<file path="src/design/alsbc_pkg.sv">
// ----------------------------------------------------------------------------
// alsbc_pkg: shared definitions for the alarm level sequencer
// Level codes, event codes, configuration register indexes and reset values.
// ----------------------------------------------------------------------------
package alsbc_pkg;

  typedef logic [1:0] level_t;
  typedef logic [2:0] action_t;
  typedef logic [2:0] cfg_index_t;

  localparam level_t LVL_SAFE = 2'd0;
  localparam level_t LVL_WARN = 2'd1;
  localparam level_t LVL_FULL = 2'd2;

  localparam action_t ACT_TICK    = 3'd0;
  localparam action_t ACT_WARN    = 3'd1;
  localparam action_t ACT_FULL    = 3'd2;
  localparam action_t ACT_RETURN  = 3'd3;
  localparam action_t ACT_FORCE   = 3'd4;
  localparam action_t ACT_SILENCE = 3'd5;

  localparam cfg_index_t REG_ALARM_ON    = 3'd0;
  localparam cfg_index_t REG_ALARM_OFF   = 3'd1;
  localparam cfg_index_t REG_WARNING_ON  = 3'd2;
  localparam cfg_index_t REG_WARNING_OFF = 3'd3;
  localparam cfg_index_t REG_SAFE_DELAY  = 3'd4;

  localparam logic [15:0] ALARM_ON_RESET    = 16'd200;
  localparam logic [15:0] ALARM_OFF_RESET   = 16'd200;
  localparam logic [15:0] WARNING_ON_RESET  = 16'd100;
  localparam logic [15:0] WARNING_OFF_RESET = 16'd900;
  localparam logic [31:0] SAFE_DELAY_RESET  = 32'd10000;

endpackage

</file>
<file path="src/design/alarm_level_sequencer_with_beep_cadence.sv">
// ----------------------------------------------------------------------------
// alarm_level_sequencer_with_beep_cadence
// Three-level alarm controller with a per-level buzzer on/off cadence.
// ----------------------------------------------------------------------------
// Each input transaction carries one event: a millisecond tick, a warning or
// full-alarm trigger, a return-to-safe request, a forced safe, or a silence
// with its duration in silence_ms. Every event produces exactly one output
// transaction that reports the current level, the pending target level, the
// three LEDs, the relay drive and the buzzer drive after that event.
// The configuration port (cfg_we, cfg_index, cfg_data) sets the buzzer on and
// off times of both alarm levels and the safe delay; writes take effect at
// once and must only be issued while the block is idle.
// Both channels use valid/ready. An accepted event sits in an input register
// until the output register is free or being emptied, and is then applied to
// the state while its result is loaded into the output register. Throughput
// is one event per cycle unless the receiver stalls; it is set by the state
// update (32-bit increment, subtract and compare) between the two registers.
// When the receiver stalls, the output register holds its transaction and the
// input register fills; in_ready drops only once both are occupied.
// Reset (rst, synchronous) returns both levels to safe, clears the clock,
// the clear timer, the buzzer and the mute, and loads the default register
// values.
// ----------------------------------------------------------------------------
module alarm_level_sequencer_with_beep_cadence (
  input  logic                    clk,
  input  logic                    rst,
  // Configuration write port
  input  logic                    cfg_we,
  input  alsbc_pkg::cfg_index_t   cfg_index,
  input  logic [31:0]             cfg_data,
  // Event channel
  input  logic                    in_valid,
  output logic                    in_ready,
  input  alsbc_pkg::action_t      action,
  input  logic [31:0]             silence_ms,
  // Result channel
  output logic                    out_valid,
  input  logic                    out_ready,
  output alsbc_pkg::level_t       level,
  output alsbc_pkg::level_t       pending_level,
  output logic                    green_led,
  output logic                    yellow_led,
  output logic                    red_led,
  output logic                    relay_drive,
  output logic                    buzzer_drive
);
  import alsbc_pkg::*;

  // Configuration registers.
  logic [15:0] alarm_on_ms;
  logic [15:0] alarm_off_ms;
  logic [15:0] warning_on_ms;
  logic [15:0] warning_off_ms;
  logic [31:0] clear_delay_ms;

  // Block state.
  logic [31:0] time_now;
  level_t      target_level;
  level_t      current_level;
  logic        clear_pending;
  logic [31:0] clear_start_time;
  logic [31:0] last_toggle_time;
  logic        tone_active;
  logic [31:0] mute_until;

  // Input register holding one accepted event.
  logic        s1_valid;
  action_t     s1_action;
  logic [31:0] s1_silence_ms;

  // The input register advances whenever the output register is free or
  // being emptied in this cycle.
  logic s1_advance;
  assign s1_advance = !out_valid || out_ready;
  assign in_ready   = !s1_valid || s1_advance;

  logic apply;
  assign apply = s1_valid && s1_advance;

  always_ff @(posedge clk) begin
    if (rst) begin
      alarm_on_ms    <= ALARM_ON_RESET;
      alarm_off_ms   <= ALARM_OFF_RESET;
      warning_on_ms  <= WARNING_ON_RESET;
      warning_off_ms <= WARNING_OFF_RESET;
      clear_delay_ms <= SAFE_DELAY_RESET;
    end else if (cfg_we) begin
      // Indexes beyond the register list are ignored.
      unique case (cfg_index)
        REG_ALARM_ON:    alarm_on_ms    <= cfg_data[15:0];
        REG_ALARM_OFF:   alarm_off_ms   <= cfg_data[15:0];
        REG_WARNING_ON:  warning_on_ms  <= cfg_data[15:0];
        REG_WARNING_OFF: warning_off_ms <= cfg_data[15:0];
        REG_SAFE_DELAY:  clear_delay_ms <= cfg_data;
        default: ;
      endcase
    end
  end

  always_ff @(posedge clk) begin
    if (rst) begin
      s1_valid <= 1'b0;
    end else if (in_ready) begin
      s1_valid <= in_valid;
    end
  end

  always_ff @(posedge clk) begin
    if (in_ready && in_valid) begin
      s1_action     <= action;
      s1_silence_ms <= silence_ms;
    end
  end

  // --------------------------------------------------------------------------
  // Next-state logic for the event in the input register.
  // --------------------------------------------------------------------------
  logic [31:0] time_now_next;
  level_t      target_level_next;
  level_t      current_level_next;
  logic        clear_pending_next;
  logic [31:0] clear_start_time_next;
  logic [31:0] last_toggle_time_next;
  logic        tone_active_next;
  logic [31:0] mute_until_next;

  // Tick path: time advances first, then the buzzer is judged at the new time.
  logic [31:0] tick_time;
  logic [31:0] tick_elapsed;
  logic [31:0] on_time;
  logic [31:0] off_time;
  logic        tick_muted;
  assign tick_time    = time_now + 32'd1;
  assign tick_elapsed = tick_time - last_toggle_time;
  assign tick_muted   = mute_until > tick_time;
  assign on_time  = {16'd0, (target_level == LVL_FULL) ? alarm_on_ms  : warning_on_ms};
  assign off_time = {16'd0, (target_level == LVL_FULL) ? alarm_off_ms : warning_off_ms};

  // Return path: a clear that starts now has zero elapsed time.
  logic [31:0] clear_elapsed;
  logic        clear_armed;
  assign clear_elapsed = clear_pending ? (time_now - clear_start_time) : 32'd0;
  assign clear_armed   = clear_pending || (target_level != LVL_SAFE);

  always_comb begin
    time_now_next         = time_now;
    target_level_next     = target_level;
    current_level_next    = current_level;
    clear_pending_next    = clear_pending;
    clear_start_time_next = clear_start_time;
    last_toggle_time_next = last_toggle_time;
    tone_active_next      = tone_active;
    mute_until_next       = mute_until;
    unique case (s1_action)
      ACT_TICK: begin
        time_now_next      = tick_time;
        current_level_next = target_level;
        if (tick_muted || target_level == LVL_SAFE) begin
          tone_active_next = 1'b0;
        end else if (tone_active) begin
          if (tick_elapsed >= on_time) begin
            tone_active_next      = 1'b0;
            last_toggle_time_next = tick_time;
          end
        end else if (tick_elapsed >= off_time) begin
          tone_active_next      = 1'b1;
          last_toggle_time_next = tick_time;
        end
      end
      ACT_WARN: begin
        target_level_next  = LVL_WARN;
        clear_pending_next = 1'b0;
      end
      ACT_FULL: begin
        target_level_next  = LVL_FULL;
        clear_pending_next = 1'b0;
      end
      ACT_RETURN: begin
        if (!clear_pending && target_level != LVL_SAFE) begin
          clear_pending_next    = 1'b1;
          clear_start_time_next = time_now;
        end
        if (clear_armed && clear_elapsed >= clear_delay_ms) begin
          target_level_next  = LVL_SAFE;
          clear_pending_next = 1'b0;
        end
      end
      ACT_FORCE: begin
        target_level_next  = LVL_SAFE;
        clear_pending_next = 1'b0;
      end
      ACT_SILENCE: begin
        mute_until_next  = time_now + s1_silence_ms;
        tone_active_next = 1'b0;
      end
      // Unused event codes leave the state untouched.
      default: ;
    endcase
  end

  always_ff @(posedge clk) begin
    if (rst) begin
      time_now         <= 32'd0;
      target_level     <= LVL_SAFE;
      current_level    <= LVL_SAFE;
      clear_pending    <= 1'b0;
      clear_start_time <= 32'd0;
      last_toggle_time <= 32'd0;
      tone_active      <= 1'b0;
      mute_until       <= 32'd0;
    end else if (apply) begin
      time_now         <= time_now_next;
      target_level     <= target_level_next;
      current_level    <= current_level_next;
      clear_pending    <= clear_pending_next;
      clear_start_time <= clear_start_time_next;
      last_toggle_time <= last_toggle_time_next;
      tone_active      <= tone_active_next;
      mute_until       <= mute_until_next;
    end
  end

  // --------------------------------------------------------------------------
  // Output register, loaded with the state after the applied event.
  // --------------------------------------------------------------------------
  always_ff @(posedge clk) begin
    if (rst) begin
      out_valid <= 1'b0;
    end else if (s1_advance) begin
      out_valid <= s1_valid;
    end
  end

  always_ff @(posedge clk) begin
    if (apply) begin
      level         <= current_level_next;
      pending_level <= target_level_next;
      green_led     <= (current_level_next == LVL_SAFE);
      yellow_led    <= (current_level_next == LVL_WARN);
      red_led       <= (current_level_next == LVL_FULL);
      relay_drive   <= (current_level_next != LVL_FULL);
      buzzer_drive  <= tone_active_next;
    end
  end

  // --------------------------------------------------------------------------
  // Assertions
  // --------------------------------------------------------------------------
  // Exactly one LED is lit in every delivered result.
  a_one_led: assert property (@(posedge clk) disable iff (rst)
    out_valid |-> $onehot({green_led, yellow_led, red_led}))
    else $error("LED outputs are not one-hot");

  // The relay drops exactly when the red LED is lit.
  a_relay_red: assert property (@(posedge clk) disable iff (rst)
    out_valid |-> (relay_drive != red_led))
    else $error("relay drive disagrees with full alarm level");

  // The buzzer never sounds while the current level is safe.
  a_quiet_safe: assert property (@(posedge clk) disable iff (rst)
    (current_level == LVL_SAFE) |-> !tone_active)
    else $error("buzzer active at safe level");

  // The state moves only when an event is applied.
  a_state_hold: assert property (@(posedge clk) disable iff (rst)
    !$past(apply) && !$past(rst) |-> $stable(time_now) && $stable(target_level))
    else $error("state changed without an applied event");

endmodule

</file>
<file path="config.mk">
export PLATFORM = sky130hd
export DESIGN_NAME = alarm_level_sequencer_with_beep_cadence
export DESIGN_NICKNAME = d
export VERILOG_FILES = /design/src/design/alsbc_pkg.sv /design/src/design/alarm_level_sequencer_with_beep_cadence.sv
export SDC_FILE = /design/constraint.sdc
export NUM_CORES = 1
export LEC_CHECK = 0
export BUFFER_PORTS_ARGS = -buffer_cell sky130_fd_sc_hd__buf_4
export CAP_MARGIN = 20
export CORE_UTILIZATION = 40
export DETAILED_ROUTE_END_ITERATION = 12
export GPL_ROUTABILITY_DRIVEN = 0
export HOLD_SLACK_MARGIN = 0.06
export PLACE_DENSITY_LB_ADDON = 0.15
export SYNTH_ARGS = -nofsm -noshare
export SYNTH_HDL_FRONTEND = slang
export SYNTH_SLANG_ARGS = --single-unit
</file>
<file path="constraint.sdc">
create_clock -name clk -period 7.5 [get_ports clk]
set_clock_uncertainty 0.1 [all_clocks]
set_input_delay 2.25 -clock clk [delete_from_list [all_inputs] [get_ports clk]]
set_output_delay 2.25 -clock clk [all_outputs]
set_load 0.02 [all_outputs]
</file>
Word-level counts from Yosys, hierarchy flattened:

Cells that the tools add are included.

* bits in registers: 276
* latch bits: 0
* bits in writable memories: 0
* ROM bits: 0
* input bits: 75
* output and inout port bits: 11
* word-level logic and storage cells: 94
* memories: 0

* $add $sub $neg: 4
* multiply operators: 0
* div/mod/pow operators: 0
* order comparisons: 4
* equality and inequality tests: 15
* shift operators: 0
* mux-type cells: 17
* bitwise logic cells: 1
* reductions and logical operators: 29

Operator list (count)
* $mux W32: 4
* $ge A32 B16 Y1: 2
* $sub A32 B32 Y32: 2
* $add A32 B1 Y32 const B: 1
* $add A32 B32 Y32: 1
* $ge A32 B32 Y1: 1
* $gt A32 B32 Y1: 1
* $mux W16: 2
* $reduce_and A2 Y1: 7
* $eq A3 B2 Y1 const B: 4
* $eq A3 B3 Y1 const B: 3
* $pmux W2 S4: 1
* $eq A3 B1 Y1 const B: 2
* $logic_not A3 Y1: 2
* $mux W1: 6
* $reduce_and A3 Y1: 2
* $reduce_bool A2 Y1: 3
* $reduce_and A5 Y1: 1
* $eq A2 B2 Y1 const B: 2
* $logic_and A1 B1 Y1: 4
* $logic_not A2 Y1: 2
* $logic_or A1 B1 Y1: 4
* $mux W2: 2
* $pmux W1 S2: 2
* other kinds (7): 9

Depth between registers and ports, before layout:

* depth in word-level cells: 7
* mapped depth: 27
* depth with buffers taken out: 27

Least setup slack after synthesis:

Ideal clock, no wire load.

* kind: flip-flop to flip-flop
* start point: register time_now[1]
* end point: register last_toggle_time[22]
* data arrival time: 5.291 ns
* required time: 7.254 ns
* setup slack: 1.962 ns
* stages on the path, launching flop included: 25
* buffers on the path: 2
* clock period less this slack: 5.538 ns
* path through: dfxtp_1 ha_1 and3_1 nand3_1 nor4_1 nand2_1 nor2_1 and3_1 and3_1 xnor2_1 inv_1 ha_1 clkbuf_1 a211o_1 nand2_1 o2111ai_1 a2111oi_0 o221ai_1 a311oi_1 nand4_1 nor4b_4 nand4_1 buf_2 a21oi_1 a211oi_2

* longest elaborated chain between the ends: 5
* elaborated cells on any way between the ends: 13
* classes of those cells: add/sub (2); order compare (3); eq/ne (1); mux (3); bitwise (1); reduce/logical (3)

RTL lines
* from (decl): line alarm_level_sequencer_with_beep_cadence.sv:57 `logic [31:0] time_now;`
* from (signal assigned): line alarm_level_sequencer_with_beep_cadence.sv:212 `time_now <= time_now_next;`
* $add A32 B1 Y32 (*): line alarm_level_sequencer_with_beep_cadence.sv:133 `assign tick_time = time_now + 32'd1;`
* named net tick_time[26]: line alarm_level_sequencer_with_beep_cadence.sv:128 `logic [31:0] tick_time;`
* $sub A32 B32 Y32 or $gt A32 B32 Y1 (tied branches): line alarm_level_sequencer_with_beep_cadence.sv:134, alarm_level_sequencer_with_beep_cadence.sv:135
* $ge A32 B16 Y1 (tied with other cells): line alarm_level_sequencer_with_beep_cadence.sv:161 `if (tick_elapsed >= on_time) begin`
* $ne A2 B1 Y1 (no source line) (tied with other cells)
* $reduce_and A5 Y1 (no source line) (*)
* to (signal assigned): line alarm_level_sequencer_with_beep_cadence.sv:217 `last_toggle_time <= last_toggle_time_next;`
* to (decl): line alarm_level_sequencer_with_beep_cadence.sv:62 `logic [31:0] last_toggle_time;`

Mark *: on every way through the listed nets, which the timed path passes. The rest lies on a longest branch. The select of a mux whose other input is x is not followed.
A chain may end at the register's enable or synchronous reset.

Worst setup path in the final report:

* start point: register time_now[1]
* end point: register last_toggle_time[0]

The elaborated chain is that of the path after synthesis.

==> results.toml <==
[clock_tree]
path_clk_slew_ns = 0.06
cts_setup_buffers = 0
ctsHoldBuffers = 0
cts_buffer_depth = 3
clock-sinks = 276
cts_buffers = 34
cts-root-buf = "clkbuf_16"
cts_tree = "yes"
post_cts_resized = 0
htree_levels = 2
insertion_delay_ns = 0.55

[synth]
yosys.area.top_type = "dfxtp_1"
synth_area_leaders = "dfxtp_1 (25%), ha_1 (13%), nand2_1 (8.2%), a21oi_1 (7.6%), edfxtp_1 (7.2%)"
ys.flop_type = "dfxtp_1"
synth_warnings = 0
syn_area_um2 = 18300
synthArstFlopShare_pct = 0
syn-num-nets = 2535
ys_ff_latch = 276
synth-seq-area-share_pct = 32.6
synth_edf_count = 44
netlist.area_leader.share_pct = 25.4
syn_area_per_cell_um2 = 8.06
synth_cells = 2267
synth.distinct_cells = 75

[grt]
grt_usage_pct = 22.6
globalRouteOverflowTotal = 0
antenna_found_initial = 0
grt_pass1_wl_um = 83900
grt_start_max_net_pins = 107
grt_pass1_vias = 15400

[sta]
fin_ws_ns = 0.993
setup_viol = 0
rsz0062_at_grt = "false"
slew_headroom_pct = 26.4
tns_ns = 0
report.final.hold_viol_count = 0
fin_crit_sh_pct = 86.8
hold_ws_ns = 0.352
fin_crit_ns = 6.51
tightest_slew_ns = 1.08
fmax_ghz = 0.154
final-max-slew-violation-count = 0

[route]
drc_errors = 0
vias_per_cell = 5.37
wl_per_cell_um = 17.8
postRouteAntennaNets = 0
drtIter0Drc = 1153
num_vias = 15800
drt-pass1-iter-count = 5
routed_wl_um = 52600

[die]
die_y_um = 216
die_x_um = 216
core-area_um2 = 44600
rows = 77
io_pins = 86
die-area_um2 = 46600
start_util_pct = 41.0

[hold_path]
hold_path_class = "reg -> reg"

[job]
maxCapViolCount = 0

[placement]
dp_hpwl_um = 39300
pre_cts_ws_ns = 1.13
portBuffers = 85

[layout]
nNetsFinal = 2596
syn_to_final_growth_pct = 13.2
n_fill_cell = 4460
antenna_cells = 0
drive_gt1_share_pct = 9.73

[worst_setup_path]
worstPathArrival_ns = 6.86
endpoint_kind = "flip-flop"
path_class = "reg -> reg"
cp.required_ns = 7.86
worst-path-max-fanout = 21
worstSetupStartpointType = "flip-flop"

[power_and_ir_drop]
ir_drop_v = 0.000155
p_leak_nw = 8.75
power_density_nw_per_um2 = 170

[status]
status = "completed"
layout make-up:
cell class	instances	area [µm²]	share of cell area [%]
Tap cell	592	741	3.58
Timing Repair Buffer	120	932	4.51
Multi-Input combinational cell	1744	11400	55.0
Clock inverter	15	124	0.599
Clock buffer	47	971	4.69
Inverter	152	571	2.76
Sequential cell	276	5970	28.8
report_power, final:
group | internal [mW] | total [mW] | switching (mW)
registers | 1.53 | 1.56 | 0.0204
logic | 0.120 | 0.321 | 0.201
clock network | 0.947 | 1.63 | 0.687
total | 2.60 | 3.51 | 0.908
metrics by stage:
stage	total power [mW]	instance area, µm²	cells	utilization (%)
CTS	3.55	20600	2944	46.3
global route	3.65	20700	2946	46.4
floorplan	1.79	18300	2267	-
detailed placement	1.90	19500	2882	43.8
global placement	1.90	19500	2882	43.8
finish	3.51	20700	2946	46.4
sequential cells by signal, indices dropped and copies added (netlist names), 3 cells and up:
signal	count
clear_delay_ms	32
clear_start_time	32
last_toggle_time	32
mute_until	32
s1_silence_ms	32
time_now	32
alarm_off_ms	16
alarm_on_ms	16
warning_off_ms	16
warning_on_ms	16
s1_action	3
synthesized netlist by cell type (24+ instances only):
| cell | n |
|---|---|
| a21oi_1 | 277 |
| nor3_1 | 33 |
| a21o_1 | 61 |
| inv_1 | 151 |
| xnor2_1 | 70 |
| nor2_1 | 130 |
| nand3_1 | 41 |
| ha_1 | 190 |
| nand2b_1 | 25 |
| and2_1 | 40 |
| nand2_1 | 399 |
| edfxtp_1 | 44 |
| dfxtp_1 | 232 |
| a211oi_2 | 30 |
| clkbuf_1 | 85 |
| o21ai_0 | 76 |
| nand4_1 | 24 |
| mux2i_1 | 34 |
| xor2_1 | 57 |
| and3_1 | 28 |
placed cells by master, fill, tap and decap left out, drive strengths merged, types with 6 or more instances in the layout:
cell / n
a2111oi: 6
a211oi: 50
a21o: 61
a21oi: 278
a31oi: 11
and2: 42
and3: 28
and4: 7
buf: 120
clkbuf: 47
clkinv: 9
dfxtp: 232
edfxtp: 44
ha: 190
inv: 154
mux2i: 34
nand2: 399
nand2b: 25
nand3: 41
nand3b: 23
nand4: 25
nor2: 131
nor2b: 21
nor3: 33
nor4: 7
o21a: 14
o21ai: 78
o31ai: 10
or2: 6
or3: 8
xnor2: 70
xor2: 57
cell families (layout without fill, tap and decap cells):
kind of cell,after synthesis,after routing,synth area share [%]
AND/OR/NAND/NOR,815,815,20.8
AO/OA/AOI/OAI,571,571,19.8
flip-flops,276,276,32.6
buffers and inverters,247,334,5.24
adder cells (fa/ha/maj),193,193,13.3
XOR/XNOR,127,127,6.09
multiplexers,38,38,2.11
worst paths after layout:
kind,end,cells after the start,slack (ns),start
max,last_toggle_time[0]$_SDFFE_PP0P_,24,0.99,time_now[1]$_SDFFE_PP0P_
min,warning_on_ms[0]$_SDFFE_PP0P_,2,0.35,warning_on_ms[0]$_SDFFE_PP0P_
max reg2reg,last_toggle_time[0]$_SDFFE_PP0P_,24,0.99,time_now[1]$_SDFFE_PP0P_
min reg2reg,warning_on_ms[0]$_SDFFE_PP0P_,2,0.35,warning_on_ms[0]$_SDFFE_PP0P_
worst max-delay path: stages, from the launching register on:
cell	delay, ns
dfxtp_1	0.53
ha_1	0.30
and3_1	0.24
nand3_1	0.25
nor4_1	0.25
buf_4	0.19
nand2_1	0.08
nor2_1	0.20
and3_1	0.23
and3_1	0.26
xnor2_1	0.23
inv_1	0.09
ha_1	0.40
a211o_1	0.30
nand2_1	0.08
o2111ai_1	0.09
a2111oi_0	0.52
o221ai_1	0.23
a311oi_1	0.34
nand4_1	0.19
nor4b_4	0.35
and4_1	0.30
nor2_4	0.12
buf_4	0.28
a211oi_1	0.25
per-layer routing:
| metal | GRT usage [%] | vias to the layer above | wire [µm] |
|---|---|---|---|
| li1 | - | 8007 | - |
| met1 | 30.4 | 7397 | 24800 |
| met2 | 37.8 | 329 | 24200 |
| met3 | 2.59 | 81 | 2160 |
| met4 | 6.74 | 0 | 1380 |
| met5 | 0 | - | 0 |
(Power assumes the default switching activity.)
